$ cat src/rtl/epphe_pkg.sv
// Shared types, constants and header sizing helpers for the encapsulation header encoder.
`timescale 1ns / 1ps

package epphe_pkg;

  // Field widths
  localparam int unsigned VERSION_W  = 3;
  localparam int unsigned PID_W      = 3;
  localparam int unsigned NIBBLE_W   = 4;
  localparam int unsigned CCSDS_W    = 16;
  localparam int unsigned LENGTH_W   = 32;
  localparam int unsigned BYTE_W     = 8;
  localparam int unsigned HEADER_W   = 64;
  localparam int unsigned CFG_IDX_W  = 2;
  localparam int unsigned CFG_DATA_W = 3;
  localparam int unsigned REM_W      = 3;

  // Queue depth between front and back
  localparam int unsigned QUEUE_DEPTH = 2;

  // Register reset values
  localparam logic [VERSION_W-1:0] VERSION_RESET  = 3'd7;
  localparam logic [PID_W-1:0]     EXT_CODE_RESET = 3'd6;

  // Length thresholds for the header size choice
  localparam logic [LENGTH_W-1:0] LEN_MAX_SHORT = 32'h0000_00FF;
  localparam logic [LENGTH_W-1:0] LEN_MAX_MID   = 32'h0000_FFFF;

  // Register indexes
  localparam logic [CFG_IDX_W-1:0] REG_VERSION  = 2'd0;
  localparam logic [CFG_IDX_W-1:0] REG_EXT_CODE = 2'd1;

  // Header size code, as written into the low bits of the first byte
  typedef enum logic [1:0] {
    SZ_ONE   = 2'd0,
    SZ_TWO   = 2'd1,
    SZ_FOUR  = 2'd2,
    SZ_EIGHT = 2'd3
  } size_code_t;

  // One encoded header waiting for the serialiser
  typedef struct packed {
    logic [HEADER_W-1:0] bytes;
    size_code_t          code;
    logic                ovf;
  } hdr_entry_t;

  // Smallest header that holds the optional fields and the length
  function automatic size_code_t hdr_code(input logic [LENGTH_W-1:0] len,
                                          input logic force_four,
                                          input logic has_ccsds);
    size_code_t sz;
    if (has_ccsds || (len > LEN_MAX_MID)) begin
      sz = SZ_EIGHT;
    end else if (force_four || (len > LEN_MAX_SHORT)) begin
      sz = SZ_FOUR;
    end else if (len != '0) begin
      sz = SZ_TWO;
    end else begin
      sz = SZ_ONE;
    end
    return sz;
  endfunction

  // Index of the last byte for a size code
  function automatic logic [REM_W-1:0] last_index(input size_code_t code);
    logic [REM_W-1:0] idx;
    case (code)
      SZ_ONE:   idx = 3'd0;
      SZ_TWO:   idx = 3'd1;
      SZ_FOUR:  idx = 3'd3;
      SZ_EIGHT: idx = 3'd7;
      default:  idx = 3'd0;
    endcase
    return idx;
  endfunction

endpackage

$ cat src/rtl/epp_header_encoder_unit.sv
// Top level of the encapsulation packet header encoder.
//
// Usage: each word on the input channel (in_valid / in_ready) describes one
// packet header. The block emits that header as 1, 2, 4 or 8 bytes on the
// output channel (out_valid / out_ready), first byte first, with last_byte
// high on the final one and length_overflow repeated on every byte.
// Path: the input word is written into the queue, then loaded into the
// serialiser's shift register, where its first byte is shown.
// Throughput: one byte per cycle while out_ready is high; the single byte
// output port sets that rate. A queue of QUEUE_DEPTH headers sits between
// sizing and serialising, so new words are taken while earlier headers are
// still leaving.
// Configuration: cfg_wen with cfg_index 0 writes the version number, index 1
// the protocol id that forces a four byte header; write only while idle.
// Reset: rst empties the queue, drops any header in flight and restores
// version 7 and extended id code 6.
// Stall: while out_ready is low the current byte holds; once the queue fills,
// in_ready drops until the serialiser frees a slot.
`timescale 1ns / 1ps

module epp_header_encoder_unit #(
  parameter int unsigned QUEUE_DEPTH = epphe_pkg::QUEUE_DEPTH
) (
  input  logic                              clk,
  input  logic                              rst,
  input  logic                              cfg_wen,
  input  logic [epphe_pkg::CFG_IDX_W-1:0]   cfg_index,
  input  logic [epphe_pkg::CFG_DATA_W-1:0]  cfg_data,
  input  logic                              in_valid,
  output logic                              in_ready,
  input  logic [epphe_pkg::PID_W-1:0]       pid_value,
  input  logic                              has_id_extension,
  input  logic [epphe_pkg::NIBBLE_W-1:0]    id_extension,
  input  logic                              has_user_nibble,
  input  logic [epphe_pkg::NIBBLE_W-1:0]    user_nibble,
  input  logic                              has_ccsds_word,
  input  logic [epphe_pkg::CCSDS_W-1:0]     ccsds_word,
  input  logic [epphe_pkg::LENGTH_W-1:0]    length_value,
  input  logic                              length_is_payload,
  output logic                              out_valid,
  input  logic                              out_ready,
  output logic [epphe_pkg::BYTE_W-1:0]      header_byte,
  output logic                              last_byte,
  output logic                              length_overflow
);

  epphe_pkg::hdr_entry_t new_entry, head_entry;
  logic                  q_not_full, q_not_empty, q_pop, q_push;

  assign in_ready = q_not_full;
  assign q_push   = in_valid && q_not_full;

  // Size and lay out the incoming header
  epphe_front u_front (
    .clk               (clk),
    .rst               (rst),
    .cfg_wen           (cfg_wen),
    .cfg_index         (cfg_index),
    .cfg_data          (cfg_data),
    .pid_value         (pid_value),
    .has_id_extension  (has_id_extension),
    .id_extension      (id_extension),
    .has_user_nibble   (has_user_nibble),
    .user_nibble       (user_nibble),
    .has_ccsds_word    (has_ccsds_word),
    .ccsds_word        (ccsds_word),
    .length_value      (length_value),
    .length_is_payload (length_is_payload),
    .entry             (new_entry)
  );

  // Hold encoded headers until the serialiser is free
  epphe_queue #(
    .DEPTH (QUEUE_DEPTH)
  ) u_queue (
    .clk        (clk),
    .rst        (rst),
    .push       (q_push),
    .push_entry (new_entry),
    .not_full   (q_not_full),
    .pop        (q_pop),
    .not_empty  (q_not_empty),
    .head       (head_entry)
  );

  // Send the header out a byte at a time
  epphe_back u_back (
    .clk             (clk),
    .rst             (rst),
    .q_valid         (q_not_empty),
    .q_head          (head_entry),
    .q_pop           (q_pop),
    .out_valid       (out_valid),
    .out_ready       (out_ready),
    .header_byte     (header_byte),
    .last_byte       (last_byte),
    .length_overflow (length_overflow)
  );

endmodule

$ cat src/rtl/epphe_front.sv
// Front end: configuration registers, header sizing and byte layout of one description.
`timescale 1ns / 1ps

module epphe_front (
  input  logic                                clk,
  input  logic                                rst,
  input  logic                                cfg_wen,
  input  logic [epphe_pkg::CFG_IDX_W-1:0]     cfg_index,
  input  logic [epphe_pkg::CFG_DATA_W-1:0]    cfg_data,
  input  logic [epphe_pkg::PID_W-1:0]         pid_value,
  input  logic                                has_id_extension,
  input  logic [epphe_pkg::NIBBLE_W-1:0]      id_extension,
  input  logic                                has_user_nibble,
  input  logic [epphe_pkg::NIBBLE_W-1:0]      user_nibble,
  input  logic                                has_ccsds_word,
  input  logic [epphe_pkg::CCSDS_W-1:0]       ccsds_word,
  input  logic [epphe_pkg::LENGTH_W-1:0]      length_value,
  input  logic                                length_is_payload,
  output epphe_pkg::hdr_entry_t               entry
);

  logic [epphe_pkg::VERSION_W-1:0] version_number;
  logic [epphe_pkg::PID_W-1:0]     extended_id_code;

  logic                               force_four;
  logic [epphe_pkg::LENGTH_W:0]       cand_sum [4];
  logic [epphe_pkg::LENGTH_W-1:0]     cand_len [4];
  logic                               cand_ovf [4];
  epphe_pkg::size_code_t              cand_sz  [4];
  epphe_pkg::size_code_t              sz0, sz1, sz2, sz3, sz_fin;
  logic [epphe_pkg::LENGTH_W-1:0]     len_fin;
  logic                               ovf_fin;
  logic [epphe_pkg::BYTE_W-1:0]       byte0, nib_byte;
  logic [epphe_pkg::CCSDS_W-1:0]      opt_word;

  // Configuration writes; unknown indexes drop
  always_ff @(posedge clk) begin
    if (rst) begin
      version_number   <= epphe_pkg::VERSION_RESET;
      extended_id_code <= epphe_pkg::EXT_CODE_RESET;
    end else if (cfg_wen) begin
      case (cfg_index)
        epphe_pkg::REG_VERSION:  version_number   <= cfg_data;
        epphe_pkg::REG_EXT_CODE: extended_id_code <= cfg_data;
        default: ;
      endcase
    end
  end

  assign force_four = (pid_value == extended_id_code) || has_id_extension || has_user_nibble;

  // Derived length for every possible header size, evaluated side by side
  always_comb begin
    for (int i = 0; i < 4; i++) begin
      cand_sum[i] = {1'b0, length_value} + 33'((1 << i) - 1);
      cand_ovf[i] = cand_sum[i][epphe_pkg::LENGTH_W];
      cand_len[i] = cand_ovf[i] ? '1 : cand_sum[i][epphe_pkg::LENGTH_W-1:0];
      cand_sz[i]  = epphe_pkg::hdr_code(cand_len[i], force_four, has_ccsds_word);
    end
  end

  // Follow the size chain; it settles within three steps since size only grows
  always_comb begin
    sz0 = epphe_pkg::hdr_code(length_value, force_four, has_ccsds_word);
    sz1 = cand_sz[sz0];
    sz2 = cand_sz[sz1];
    sz3 = cand_sz[sz2];
    if (length_is_payload) begin
      sz_fin  = sz3;
      len_fin = cand_len[sz3];
      ovf_fin = cand_ovf[sz3];
    end else begin
      sz_fin  = sz0;
      len_fin = length_value;
      ovf_fin = 1'b0;
    end
  end

  // Lay out the header, first byte in the top bits
  always_comb begin
    byte0    = {version_number, pid_value, sz_fin};
    nib_byte = {has_user_nibble ? user_nibble : 4'h0,
                has_id_extension ? id_extension : 4'h0};
    opt_word = has_ccsds_word ? ccsds_word : '0;
    case (sz_fin)
      epphe_pkg::SZ_ONE:   entry.bytes = {byte0, 56'h0};
      epphe_pkg::SZ_TWO:   entry.bytes = {byte0, len_fin[7:0], 48'h0};
      epphe_pkg::SZ_FOUR:  entry.bytes = {byte0, nib_byte, len_fin[15:0], 32'h0};
      epphe_pkg::SZ_EIGHT: entry.bytes = {byte0, nib_byte, opt_word, len_fin};
      default:             entry.bytes = {byte0, 56'h0};
    endcase
    entry.code = sz_fin;
    entry.ovf  = ovf_fin;
  end

endmodule

$ cat src/rtl/epphe_queue.sv
// Short flip-flop queue of encoded headers between front and back.
`timescale 1ns / 1ps

module epphe_queue #(
  parameter int unsigned DEPTH = epphe_pkg::QUEUE_DEPTH
) (
  input  logic                  clk,
  input  logic                  rst,
  input  logic                  push,
  input  epphe_pkg::hdr_entry_t push_entry,
  output logic                  not_full,
  input  logic                  pop,
  output logic                  not_empty,
  output epphe_pkg::hdr_entry_t head
);

  localparam int unsigned PTR_W = (DEPTH > 1) ? $clog2(DEPTH) : 1;
  localparam int unsigned CNT_W = $clog2(DEPTH + 1);

  epphe_pkg::hdr_entry_t slots [DEPTH];
  logic [PTR_W-1:0] wr_ptr, rd_ptr;
  logic [CNT_W-1:0] count;

  assign not_full  = (count < CNT_W'(DEPTH));
  assign not_empty = (count != '0);
  assign head      = slots[rd_ptr];

  // Store incoming words
  always_ff @(posedge clk) begin
    if (push) begin
      slots[wr_ptr] <= push_entry;
    end
  end

  // Advance pointers and fill count
  always_ff @(posedge clk) begin
    if (rst) begin
      wr_ptr <= '0;
      rd_ptr <= '0;
      count  <= '0;
    end else begin
      if (push) begin
        wr_ptr <= (wr_ptr == PTR_W'(DEPTH - 1)) ? '0 : wr_ptr + 1'b1;
      end
      if (pop) begin
        rd_ptr <= (rd_ptr == PTR_W'(DEPTH - 1)) ? '0 : rd_ptr + 1'b1;
      end
      if (push && !pop) begin
        count <= count + 1'b1;
      end else if (pop && !push) begin
        count <= count - 1'b1;
      end
    end
  end

  a_count_bound: assert property (@(posedge clk) disable iff (rst)
    count <= CNT_W'(DEPTH))
    else $error("queue fill count beyond depth");

  a_no_pop_empty: assert property (@(posedge clk) disable iff (rst)
    pop |-> not_empty)
    else $error("pop from empty queue");

  a_push_grows: assert property (@(posedge clk) disable iff (rst)
    (push && !pop) |=> (count == $past(count) + 1'b1))
    else $error("fill count did not grow on push");

endmodule

$ cat src/rtl/epphe_back.sv
// Back end: serialises one queued header into bytes on the output channel.
`timescale 1ns / 1ps

module epphe_back (
  input  logic                              clk,
  input  logic                              rst,
  input  logic                              q_valid,
  input  epphe_pkg::hdr_entry_t             q_head,
  output logic                              q_pop,
  output logic                              out_valid,
  input  logic                              out_ready,
  output logic [epphe_pkg::BYTE_W-1:0]      header_byte,
  output logic                              last_byte,
  output logic                              length_overflow
);

  logic                              busy;
  logic [epphe_pkg::HEADER_W-1:0]    shreg;
  logic [epphe_pkg::REM_W-1:0]       remaining;
  logic                              ovf;

  // Take the next header when idle or when the last byte leaves
  assign q_pop = q_valid && (!busy || (out_ready && (remaining == '0)));

  always_ff @(posedge clk) begin
    if (rst) begin
      busy <= 1'b0;
    end else if (!busy || out_ready) begin
      if (!busy || (remaining == '0)) begin
        busy <= q_valid;
      end
    end
  end

  // Load or shift the header word
  always_ff @(posedge clk) begin
    if (q_pop) begin
      shreg     <= q_head.bytes;
      remaining <= epphe_pkg::last_index(q_head.code);
      ovf       <= q_head.ovf;
    end else if (busy && out_ready && (remaining != '0)) begin
      shreg     <= {shreg[epphe_pkg::HEADER_W-epphe_pkg::BYTE_W-1:0],
                    {epphe_pkg::BYTE_W{1'b0}}};
      remaining <= remaining - 1'b1;
    end
  end

  assign out_valid       = busy;
  assign header_byte     = shreg[epphe_pkg::HEADER_W-1 -: epphe_pkg::BYTE_W];
  assign last_byte       = (remaining == '0);
  assign length_overflow = ovf;

  a_mid_header_holds: assert property (@(posedge clk) disable iff (rst)
    (out_valid && out_ready && !last_byte) |=> out_valid)
    else $error("header ended before its last byte");

  a_pop_at_boundary: assert property (@(posedge clk) disable iff (rst)
    q_pop |-> (!busy || (out_ready && last_byte)))
    else $error("new header loaded mid header");

endmodule

$ cat config.mk
export PLATFORM = sky130hd
export DESIGN_NAME = epp_header_encoder_unit
export DESIGN_NICKNAME = d
export VERILOG_FILES = /design/src/rtl/epphe_pkg.sv /design/src/rtl/epp_header_encoder_unit.sv /design/src/rtl/epphe_front.sv /design/src/rtl/epphe_queue.sv /design/src/rtl/epphe_back.sv
export SDC_FILE = /design/constraint.sdc
export NUM_CORES = 1
export LEC_CHECK = 0
export ABC_AREA = 1
export ABC_CLOCK_PERIOD_IN_PS = 10290
export BUFFER_PORTS_ARGS = -buffer_cell sky130_fd_sc_hd__buf_2
export CORE_UTILIZATION = 45
export CTS_CLUSTER_SIZE = 25
export DETAILED_ROUTE_END_ITERATION = 10
export GPL_TIMING_DRIVEN = 0
export PLACE_DENSITY = 0.73
export SETUP_SLACK_MARGIN = 0.02
export SLEW_MARGIN = 20
export SYNTH_ARGS = -nofsm -noshare
export SYNTH_HDL_FRONTEND = slang
export SYNTH_SLANG_ARGS = --single-unit
$ cat constraint.sdc
create_clock -name clk -period 10.29 [get_ports clk]
set_input_delay 0.5145 -clock clk [delete_from_list [all_inputs] [get_ports clk]]
set_output_delay 0.5145 -clock clk [all_outputs]
set_load 0.02 [all_outputs]
# == Word level (Yosys, flattened, before mapping) ==
# Memories as Yosys holds them, arrays and structs flattened. A register that Yosys moved wholly into a read port is not among the register bits.
# Index checks and enable logic that the tools add are counted.
# Widths: inputs -> output; s select.
# word_totals
ramBits,134
out_inout_bits,12
word_cells,131
in_bits,73
mem_count,1
regBits,79
# mem_list
memory,words,word_bits,read_ports,rd_ports_with_merged_regs,write_ports,line,rtl
u_queue.slots,2,67,1,1,1,epphe_queue.sv:20,epphe_pkg::hdr_entry_t slots [DEPTH];
# op_classes
bitwise,4
order_cmp,13
n_eq_ne,8
reduce_logical,38
n_mux,50
n_addsub,8
# op_table
op,count
$pmux 64 s4,1
$mux 32,6
$gt 32x16->1 const B,4
$gt 32x8->1 const B,4
$mux 64,2
$reduce_bool 32->1,4
$bmux 32 s2,1
$mux 2,17
$add 32x1->33 const B,1
$add 32x2->33 const B,1
$add 32x3->33 const B,1
$mux 16,1
$logic_or 1x1->1,13
$mux 1,13
$bmux 2 s2,3
$ge 3x3->1 const B,4
$not 2->3,4
$pmux 3 s4,1
$eq 2x2->1 const B,4
$mux 4,2
$logic_and 1x1->1,7
$eq 2x1->1 const B,3
$logic_not 2->1,3
$mux 3,2
12 further kinds,19

# == Depth between registers and ports, before layout ==
# Gate-level depths: netlist (run 1).
# depth
depth_word,24
ltp_mapped,27

# == By module ==
# A second synthesis (run 1) with hierarchy kept.
# unflattened
hier_cells,1620
area_unflattened_um2,13470.4
# modules_own_cells
module,n_inst,area_per_inst_um2,cells_each
epphe_queue,1,5170.0,240
epphe_front,1,5134.9,1068
epphe_back,1,3158.0,310
epp_header_encoder_unit,1,7.5,2

# == Worst setup path before layout (run 1) ==
# Ideal clock, no wire load.
# synth_path
path_type,reg2reg
startpoint,reg u_back.remaining[0] (netlist name)
endpoint,"reg u_back.remaining[0] (netlist name), enable pin"
n_path_buf,0
path_stages_with_launch,6
arrival_ns,5.464
setup_slack_ns,4.241
path_cell_list,edfxtp_1 > inv_1 > ha_1 > inv_1 > nor2_1 > o21ai_0
# synth_via
elab_chain_cells,5
elab_cells_between_ends,7
classes_between,7 x reduce/logical
# synth_lines
item,line,rtl
from (decl),epphe_back.sv:19,logic [epphe_pkg::REM_W-1:0] remaining;
from (signal assigned),epphe_back.sv:39,remaining <= epphe_pkg::last_index(q_head.code);
from (signal assigned),epphe_back.sv:44,remaining <= remaining - 1'b1;
$logic_not 3->1,--,
named net last_byte,epp_header_encoder_unit.sv:43,"output logic last_byte,"
$logic_and 1x1->1,epphe_back.sv:23,assign q_pop = q_valid && (!busy || (out_ready && (remaining == '0)));
$logic_or 1x1->1,epphe_back.sv:23,
$logic_and 1x1->1,epphe_back.sv:23,
$reduce_bool 2->1 (no source line),--,
# The timed path passes the listed nets, and every way through them passes these cells.
# A chain may end at the register's enable or synchronous reset.

==> flow_metrics.py, run 1 <==
metrics = {
    "run_status": {
        "status": "finished, final reports clean",
    },
    "timing": {
        "min_period_over_period_pct": 39.7,
        "tightest_slew_ns": 0.766,
        "skew_ns": 0.0127,
        "hold_violations": 0,
        "finalMaxSlewViolations": 0,
        "tns_ns": 0,
        "setup_viol": 0,
        "grt_setup_unrepaired": "false",
        "relSlewSlack_pct": 49.0,
        "fmax_ghz": 0.245,
        "period_minus_slack_ns": 4.09,
    },
    "detailed_routing": {
        "drc": 0,
        "first_iter_violations": 1120,
        "routedWlPerCell_um": 19.1,
        "via_per_inst": 5.48,
        "vias": 10600,
        "wl_mm": 37.0,
        "detail-route-antenna-nets": 0,
        "dr.pass1.iters": 6,
    },
    "die": {
        "die_x_um": 165,
        "initial_core_util_pct": 45.9,
        "die_h_um": 165,
        "placementRows": 59,
        "ios": 85,
        "die_area_um2": 27200,
        "core-area_um2": 26100,
    },
    "yosys": {
        "synth_ff_type": "edfxtp_1",
        "synthAdderAreaFrac_pct": 0.523,
        "async_flop_share_pct": 0,
        "postSynthNetCount": 1562,
        "synth_top_cell_by_area": "edfxtp_1",
        "synth_compound_area_share_pct": 7.54,
        "yosysWarningCount": 0,
        "ys_top_cells_by_area": "edfxtp_1 (50%), nand2_1 (15%), nor2_1 (6.8%)",
        "synth_top_family_by_area": "simple AND/OR/NAND/NOR gates",
        "synth_top_area_share_pct": 49.7,
        "synthCells": 1484,
        "synthesis.area_um2": 12000,
        "ys_types": 36,
        "synth-edff-count": 198,
        "yosysSeqAreaShare_pct": 51.7,
        "synth_simple_gate_area_share_pct": 31.9,
        "avgSynthCellArea_um2": 8.06,
        "synthMuxAreaShare_pct": 0,
        "yosys_register_bits": 210,
        "synth_xor_area_share_pct": 1.98,
    },
    "cts": {
        "clkSlewWorstSetupHoldPaths_ns": 0.06,
        "clkLatencyLatePin_ns": 0.49,
        "cts_root_buffer": "clkbuf_16",
        "cts_tree": "yes",
        "htreeDepth": 1,
        "cts.repair.resized": 0,
        "cts_buffers": 20,
        "cts_setup_buffers": 0,
        "clockBufferDepth": 3,
        "cts.sinks": 210,
        "ctsHoldBuffers": 0,
    },
    "finish": {
        "diodes": 0,
        "area_delta_synth_final_pct": 13.8,
        "most-common-layout-cells": "nand2_1 (485), nor2_1 (215), edfxtp_1 (198)",
        "drive_above_1_share_pct": 11.5,
        "final_common_cell": "nand2_1",
        "fin_cells": 1938,
        "nets": 1667,
    },
    "setup_path": {
        "start_kind": "input pin",
        "arrival_ns": 4.43,
        "critical_path.max_fanout": 10,
        "critPathRequiredTime_ns": 10.63,
        "path_class": "in2reg",
        "endpoint_kind": "register",
    },
    "power": {
        "ir_drop_mv": 0.181,
        "p_leak_nw": 5.63,
        "power_per_cell_area_nw_per_um2": 232,
    },
    "job": {
        "drv_cap": 0,
    },
    "placement": {
        "place_inst": 1902,
        "place.gp.congestion": 1.01,
        "portBuffers": 75,
        "hpwlAfterDp_mm": 29.2,
    },
    "worst_hold_path": {
        "hold_path_class": "in2reg",
    },
    "global_routing": {
        "grt_use_total_pct": 27.4,
        "grt_max_degree": 27,
        "first_global_vias": 9886,
        "grt_remaining_overflow": 0,
        "grt_antenna_before_repair": 0,
        "grt_pass1_wl_mm": 55.1,
    },
}
[cell families after synthesis]
group | count (synthesis)
simple gates | 908
flops | 210
buf+inv | 175
compound gates | 159
xor+xnor | 27
fa+ha+maj | 5
[worst max-delay path, stage by stage]
cell	delay, ns
buf_2	0.09
buf_2	0.19
inv_1	0.13
ha_1	0.29
nor2_1	0.24
nand2_1	0.21
nor2_1	0.38
nand2_1	0.10
nand2_1	0.07
nand3_1	0.06
nor2_1	0.08
nand2_1	0.06
nor2_1	0.40
nand2_1	0.13
o21ai_1	0.21
nand3_2	0.14
nand2_4	0.16
buf_6	0.16
nor3_1	0.05
o21ai_1	0.40
nand3_1	0.21
nand2_1	0.15
[worst paths after layout]
kind                                            startpoint                                       end  slack [ns]  cells after the start
hold / removal                                         rst  u_front.extended_id_code[0]$_SDFFE_PP0P_        0.24                      2
setup reg to reg             u_back.remaining[0]$_DFFE_PP_                u_back.shreg[15]$_DFFE_PP_        6.92                     12
hold reg to reg   u_front.extended_id_code[0]$_SDFFE_PP0P_  u_front.extended_id_code[0]$_SDFFE_PP0P_        0.48                      2
setup / recovery                           length_value[0]            u_queue.slots[0][38]$_DFFE_PP_        6.20                     22
[state kept, by name (all words and copies together), names as in the netlist, 2 cells and up, named ones only]
name and count:
u_queue.slots 130, u_back.shreg 64, u_front.extended_id_code 3, u_back.remaining 3, u_queue.count 2, u_front.version_number 3
[metal layers]
metal | vias up | wire, um | global-route usage [%]
met5 | - | 0 | 0
met1 | 4941 | 15400 | 35.7
met2 | 462 | 17600 | 46.8
li1 | 5139 | - | -
met4 | 0 | 1660 | 12.1
met3 | 80 | 2320 | 1.98
[metrics by stage]
stage          setup WS (ns)  cell area, um2  hold slack, ns  utilization (%)  power (W)
2_1_floorplan           4.24           12000           0.426                -    0.00207
3_3_place_gp            2.06           12700           0.437             48.9    0.00241
3_5_place_dp            5.84           13000           0.462             49.8    0.00247
4_1_cts                 6.33           13600           0.217             52.2    0.00315
5_1_grt                 5.90           13600           0.230             52.2    0.00330
6_report                6.20           13600           0.237             52.2    0.00315
[power breakdown]
part / total [W] / internal, W / switching, W
registers: 0.00139 / 0.00131 / 0.0000789
clock network: 0.000691 / 0.000392 / 0.000299
logic: 0.00107 / 0.000338 / 0.000732
[cell type report]
type | instances | area [um2]
fillers | 2434 | 12500
clock inverters | 6 | 41.3
repair buffers | 83 | 581
inverters | 115 | 432
clock buffers | 30 | 579
flip-flops and latches | 210 | 6190
well taps | 335 | 419
multi-input cells | 1099 | 5040
plain buffers | 60 | 324
[synth_stat cells (all sizes together), types with 8 or more instances]
cell type and n:
nor2 238, nand4 8, buf 26, nand3 130, edfxtp 198, clkbuf 34, a21oi 36, a31oi 55
o21ai 62, dfxtp 12, inv 115, nand2 501, nor3 23, xor2 22
(Power assumes the default switching activity.)
==> inputs of run 2 (changes only) <==
- ABC_CLOCK_PERIOD_IN_PS: 10290 -> 3700
- PLACE_DENSITY: 0.73 -> 0.76
- clock period: 10.29 -> 3.7 ns (I/O delays scaled with it)
==> run 2 against run 1 <==
Sequential share of layout area is 0.33 points lower. Global-route usage is 0.62 points higher. Final cell count is 0.26% higher. Count of clock-buffer cells in the layout is 8 lower. First-iteration DRC count is 14% higher. Total power grew to 2.8 times the previous value. Die area stayed put. Cell area is 0.73% higher. Critical path type unchanged. Non-clock buffer count is 9 higher.
==> flow_metrics.py, run 2 (synthesis results as in run 1) <==
metrics = {
    "run_status": {
        "status": "finished, final reports clean",
    },
    "global_routing": {
        "grt_remaining_overflow": 0,
        "first_global_vias": 9708,
        "grt_pass1_wl_mm": 56.5,
        "grt_antenna_before_repair": 0,
        "grt_use_total_pct": 28.0,
        "grt_max_degree": 26,
    },
    "timing": {
        "min_period_over_period_pct": 95.3,
        "finalMaxSlewViolations": 0,
        "skew_ns": 0.0233,
        "setup_viol": 0,
        "period_minus_slack_ns": 3.53,
        "tightest_slew_ns": 0.847,
        "hold_violations": 0,
        "fmax_ghz": 0.284,
        "whs_ns": 0.0188,
        "grt_setup_unrepaired": "false",
        "relSlewSlack_pct": 43.5,
    },
    "finish": {
        "top_register": "u_queue.slots",
        "most-common-layout-cells": "nand2_1 (484), nor2_1 (206), edfxtp_1 (198)",
        "top_regs": "u_queue.slots: 130 flops, u_back.shreg: 64 flops",
        "diodes": 0,
        "final_common_cell": "nand2_1",
        "final_core_util_pct": 52.6,
        "fin_cells": 1943,
        "area_delta_synth_final_pct": 14.6,
        "nets": 1674,
        "largest_reg_flops": 130,
        "drive_above_1_share_pct": 12.3,
    },
    "cts": {
        "clockBufferDepth": 3,
        "cts_buffers": 18,
        "clkSlewWorstSetupHoldPaths_ns": 0.07,
        "cts_tree": "yes",
        "clkLatencyLatePin_ns": 0.49,
        "cts_root_buffer": "clkbuf_16",
        "cts.sinks": 210,
        "htreeDepth": 1,
    },
    "job": {
        "drv_cap": 0,
    },
    "die": {
        "core-area_um2": 26100,
        "initial_core_util_pct": 45.9,
        "die_area_um2": 27200,
        "die_x_um": 165,
        "ios": 85,
        "placementRows": 59,
        "die_h_um": 165,
    },
    "power": {
        "ir_drop_mv": 0.510,
        "p_leak_nw": 5.66,
        "power_per_cell_area_nw_per_um2": 639,
    },
    "detailed_routing": {
        "drc": 0,
        "wl_mm": 37.8,
        "routedWlPerCell_um": 19.5,
        "detail-route-antenna-nets": 0,
        "vias": 10700,
        "via_per_inst": 5.49,
        "first_iter_violations": 1275,
        "dr.pass1.iters": 6,
    },
    "setup_path": {
        "critical_path.max_fanout": 8,
        "r2r_end": "u_queue.count[1]$_SDFFE_PP0P_",
        "critPathRequiredTime_ns": 3.92,
        "crit_family": "simple AND/OR/NAND/NOR gates",
        "r2r_slack_ns": 0.22,
        "arrival_ns": 3.75,
        "cpMostUsedCell": "nand2_1",
        "path_class": "in2reg",
        "path_cells": "buf_2, buf_2, inv_1, ha_2, inv_1, nand2_1, nand2_1, nand2_1, nor2_4, inv_1, o21ai_0, nor2_1, nand2_1, inv_1, nand2_1, nor2_2, nand3_1, nand2_1, nand2_1, nand2_2, nor2_2, nand2_1, nand2_1, o21ai_1",
        "endpoint_kind": "register",
        "r2r-start": "u_back.remaining[0]$_DFFE_PP_",
        "cp-startpoint": "length_value[0]",
        "cp_slowest_cell": "o21ai_0",
        "reg2reg_depth": 14,
        "start_kind": "input pin",
        "cp_slowest_stage_delay_ns": 0.51,
        "path_buf_inv": 6,
    },
    "worst_hold_path": {
        "min_path_cells": 3,
        "hold_path_class": "in2reg",
        "min-delay-start": "ccsds_word[11]",
        "holdPathEnd": "u_queue.slots[1][46]$_DFFE_PP_",
    },
    "placement": {
        "portBuffers": 75,
        "place.gp.congestion": 0.978,
        "place_inst": 1903,
        "hpwlAfterDp_mm": 29.3,
    },
}
==> run 2: cell count changes in the layout (fill, tap and decap cells not counted), moves of 2 or more <==
cell / before / now
nor2_1: 215 / 206
nor2_2: 12 / 21
bufinv_16: 0 / 2
clkinv_1: 2 / 5
clkbuf_16: 21 / 19
dlygate4sd3_1: 0 / 8
clkbuf_8: 2 / 0
clkbuf_1: 41 / 36
==> run 2: worst min-delay path, cell delays in order <==
cell and delay (ns):
buf_2 0.07, nand2_1 0.06, nand2_1 0.08
==> run 2: stage by stage <==
stage	total power [W]	TNS, ns	instance area [um2]	setup WS (ns)
6_report	0.00876	0	13700	0.175
5_1_grt	0.00918	0	13700	0.0448
4_1_cts	0.00877	0	13700	0.0352
3_5_place_dp	0.00689	-26.36	13000	-0.530
3_3_place_gp	0.00658	-58.76	12800	-0.539
2_1_floorplan	0.00568	0	12000	0.458
==> run 2: area by class of cell <==
class | count | area (um2)
clock inverters | 10 | 93.8
well taps | 335 | 419
clock buffers | 22 | 487
repair buffers | 92 | 681
inverters | 115 | 432
multi-input cells | 1099 | 5080
fillers | 2426 | 12400
flip-flops and latches | 210 | 6190
plain buffers | 60 | 325
==> run 2: timing repair <==
action / 4_1_cts / 5_1_grt
endpoints found under the hold margin: 14 / 0
buffers inserted: 0 / 0
hold buffers: 8 / 0
endpoints found under the setup margin: 3 / 76
gates resized for setup: 2 / 12
==> run 2: worst max path at each step <==
stage / slack, ns / cells past startpoint / endpoint
floorplan: 0.46 / 10 / u_back.remaining[0]$_DFFE_PP_
global placement: -0.54 / 24 / u_queue.slots[0][35]$_DFFE_PP_
detailed placement: -0.53 / 24 / u_queue.slots[0][35]$_DFFE_PP_
CTS: 0.04 / 22 / u_queue.slots[1][38]$_DFFE_PP_
global route: 0.04 / 27 / u_queue.slots[1][17]$_DFFE_PP_
finish: 0.17 / 24 / u_queue.slots[1][55]$_DFFE_PP_
==> run 2: where the power goes <==
group / leakage [nW] / switching [W] / internal, W
logic: 3.42 / 0.00205 / 0.000964
registers: 1.95 / 0.000223 / 0.00364
clock network: 0.286 / 0.000801 / 0.00107
==> run 2: layer usage <==
| metal | GRT usage [%] | vias to the layer above | routed length [um] | share of wire, % |
|---|---|---|---|---|
| met2 | 47.8 | 507 | 18100 | 48 |
| met3 | 2.18 | 76 | 2700 | 7.1 |
| met4 | 11.1 | 0 | 1510 | 4.0 |
| met1 | 37.0 | 4940 | 15500 | 41 |
| met5 | 0 | - | 0 | 0 |
| li1 | - | 5150 | - | - |
==> inputs of run 3 (changes only) <==
--- a/config.mk
+++ b/config.mk
@@ -12,6 +12,5 @@
 export CTS_CLUSTER_SIZE = 25
 export DETAILED_ROUTE_END_ITERATION = 10
-export GPL_TIMING_DRIVEN = 0
-export PLACE_DENSITY = 0.76
+export PLACE_DENSITY_LB_ADDON = 0.08
 export SETUP_SLACK_MARGIN = 0.02
 export SLEW_MARGIN = 20
==> constraint.sdc (replaced) <==
create_clock -name clk -period 3.7 [get_ports clk]
set_input_delay 0.555 -clock clk [delete_from_list [all_inputs] [get_ports clk]]
set_output_delay 0.555 -clock clk [all_outputs]
set_load 0.02 [all_outputs]
==> run 3 against run 2 <==
Cell area up 8.4%. Maximum frequency grew 1.1%. Clock power is essentially flat. Critical path depth shrank 1. Sequential share of layout area shrank 3.5 points. Utilization up 4.4 points. Final cell count up 7.5%. Wire length rose by 6.6%. Total power shrank 2.2%. Register-to-register slack better by 0.43 ns. Die area unchanged. Combinational power is 6% lower. Critical endpoint is now u_queue.slots[1][17]$_DFFE_PP_.
==> flow_metrics.py, run 3 (synthesis results as in run 1) <==
metrics = {
    "power": {
        "p_total_w": 0.00856,
        "ir_drop_mv": 0.683,
        "power_per_cell_area_nw_per_um2": 577,
        "p_leak_nw": 6.49,
    },
    "run_status": {
        "status": "finished, final reports clean",
    },
    "timing": {
        "skew_ns": 0.00846,
        "setup_viol": 0,
        "period_minus_slack_ns": 3.49,
        "hold_violations": 0,
        "grt_setup_unrepaired": "false",
        "relSlewSlack_pct": 34.9,
        "tightest_slew_ns": 0.977,
        "finalMaxSlewViolations": 0,
        "fmax_ghz": 0.287,
        "min_period_over_period_pct": 94.3,
    },
    "setup_path": {
        "path_buf_inv": 4,
        "cpMostUsedCell": "nand2_1",
        "start_kind": "input pin",
        "critical_path.max_fanout": 15,
        "critPathRequiredTime_ns": 3.90,
        "arrival_ns": 3.68,
        "path_cells": "buf_2, nand2_1, nor2_1, nand2_1, nor2_1, nand2_1, nand2_1, nand3_1, nor2_1, nand2_1, nor2_2, buf_4, nand2_1, o21ai_1, nand3_2, nand2_4, buf_12, buf_4, nand2_1, o21ai_0, nand2_1, o21ai_0, nor2_1",
        "crit_family": "simple AND/OR/NAND/NOR gates",
        "cp_slowest_stage_delay_ns": 0.37,
        "cp_slowest_cell": "nor2_1",
        "endpoint_kind": "register",
        "path_class": "in2reg",
    },
    "finish": {
        "drive_above_1_share_pct": 22.0,
        "diodes": 0,
        "fin_cells": 2088,
        "fin_area_um2": 14800,
        "final_common_cell": "nand2_1",
        "area_delta_synth_final_pct": 24.2,
        "final_core_util_pct": 57.0,
        "fill_cells": 2456,
        "nets": 1820,
        "most-common-layout-cells": "nand2_1 (483), nor2_1 (210), buf_4 (204)",
        "largest_reg_flops": 130,
        "top_regs": "u_queue.slots: 130 flops, u_back.shreg: 64 flops",
        "top_register": "u_queue.slots",
    },
    "cts": {
        "cts_buffers": 19,
        "clkLatencyLatePin_ns": 0.48,
        "clkSlewWorstSetupHoldPaths_ns": 0.07,
        "clockBufferDepth": 3,
        "htreeDepth": 1,
        "cts.sinks": 210,
        "cts_root_buffer": "clkbuf_16",
        "cts_tree": "yes",
    },
    "die": {
        "placementRows": 59,
        "die_h_um": 165,
        "ios": 85,
        "die_x_um": 165,
        "core-area_um2": 26100,
        "initial_core_util_pct": 45.9,
        "die_area_um2": 27200,
    },
    "worst_hold_path": {
        "hold_path_class": "in2reg",
    },
    "detailed_routing": {
        "drc": 0,
        "vias": 11100,
        "via_per_inst": 5.30,
        "wl_mm": 40.3,
        "first_iter_violations": 932,
        "detail-route-antenna-nets": 0,
        "routedWlPerCell_um": 19.3,
        "dr.pass1.iters": 5,
    },
    "placement": {
        "portBuffers": 84,
        "place.gp.congestion": 0.966,
        "place_inst": 2056,
        "hpwlAfterDp_mm": 31.6,
        "place_area_um2": 14200,
    },
    "global_routing": {
        "grt_pass1_wl_mm": 60.3,
        "grt_remaining_overflow": 0,
        "grt_antenna_before_repair": 0,
        "first_global_vias": 10400,
        "grt_use_total_pct": 30.1,
        "grt_max_degree": 119,
    },
    "job": {
        "drv_cap": 0,
    },
}
run 3: cell count changes in the layout (fill, tap and decap cells not counted), sizes merged:
cell,delta
buf,+187
clkbuf,-34
dlygate4sd3,-8
run 3: final cells by class:
type	instances	area, um2	area share, %
multi-input combinational	1099	5090	34.3
clock inverter	10	104	0.699
clock buffer	22	487	3.28
inverter	115	432	2.91
timing repair buffer	297	2130	14.4
tap	335	419	2.82
sequential	210	6190	41.7
run 3: final timing paths:
kind	slack, ns	cells after the start	end	startpoint
max	0.21	23	u_queue.slots[1][17]$_DFFE_PP_	length_value[2]
min	0.29	1	u_queue.slots[0][63]$_DFFE_PP_	pid_value[2]
max reg2reg	0.65	16	u_queue.slots[0][5]$_DFFE_PP_	u_front.extended_id_code[2]$_SDFFE_PP1P_
min reg2reg	0.46	1	register	u_queue.rd_ptr$_SDFFE_PP0P_
run 3: power by group:
group / leakage [nW] / switching, W / internal (W)
logic: 4.24 / 0.00202 / 0.000818
clock network: 0.291 / 0.000802 / 0.00108
registers: 1.95 / 0.000190 / 0.00365
run 3: metrics by stage:
step | hold WS [ns] | setup TNS, ns | setup slack, ns
global placement | 0.423 | -21.01 | -0.385
floorplan | 0.426 | 0 | 0.458
CTS | 0.281 | 0 | 0.0828
detailed placement | 0.448 | -22.97 | -0.412
global route | 0.277 | 0 | 0.0278
finish | 0.294 | 0 | 0.212
run 3: worst register-to-register path: stages, from the launching register on:
cell	delay (ns)
dfxtp_1	0.33
xnor2_1	0.13
nand3_1	0.25
nand2_1	0.20
nor2_1	0.14
nand2_1	0.06
nor3_1	0.22
nand3_1	0.11
nand2_1	0.08
o21ai_1	0.10
nand2_2	0.13
nand2_4	0.10
buf_12	0.16
o21ai_4	0.25
buf_4	0.19
nand2_4	0.14
a21oi_1	0.28
run 3: per-layer routing:
metal / GRT usage [%] / vias up / wire, um
li1: - / 5436 / -
met1: 39.0 / 5200 / 17000
met2: 53.5 / 372 / 20200
met3: 1.86 / 48 / 2020
met4: 9.05 / 0 / 1160
met5: 0 / - / 0
run 3: timing repair:
action | in CTS | in global routing
gates resized for setup | 0 | 14
hold buffers | 0 | 0
endpoints found under the setup margin | 0 | 78
hold endpoints to repair | 0 | 0
setup buffers | 0 | 0
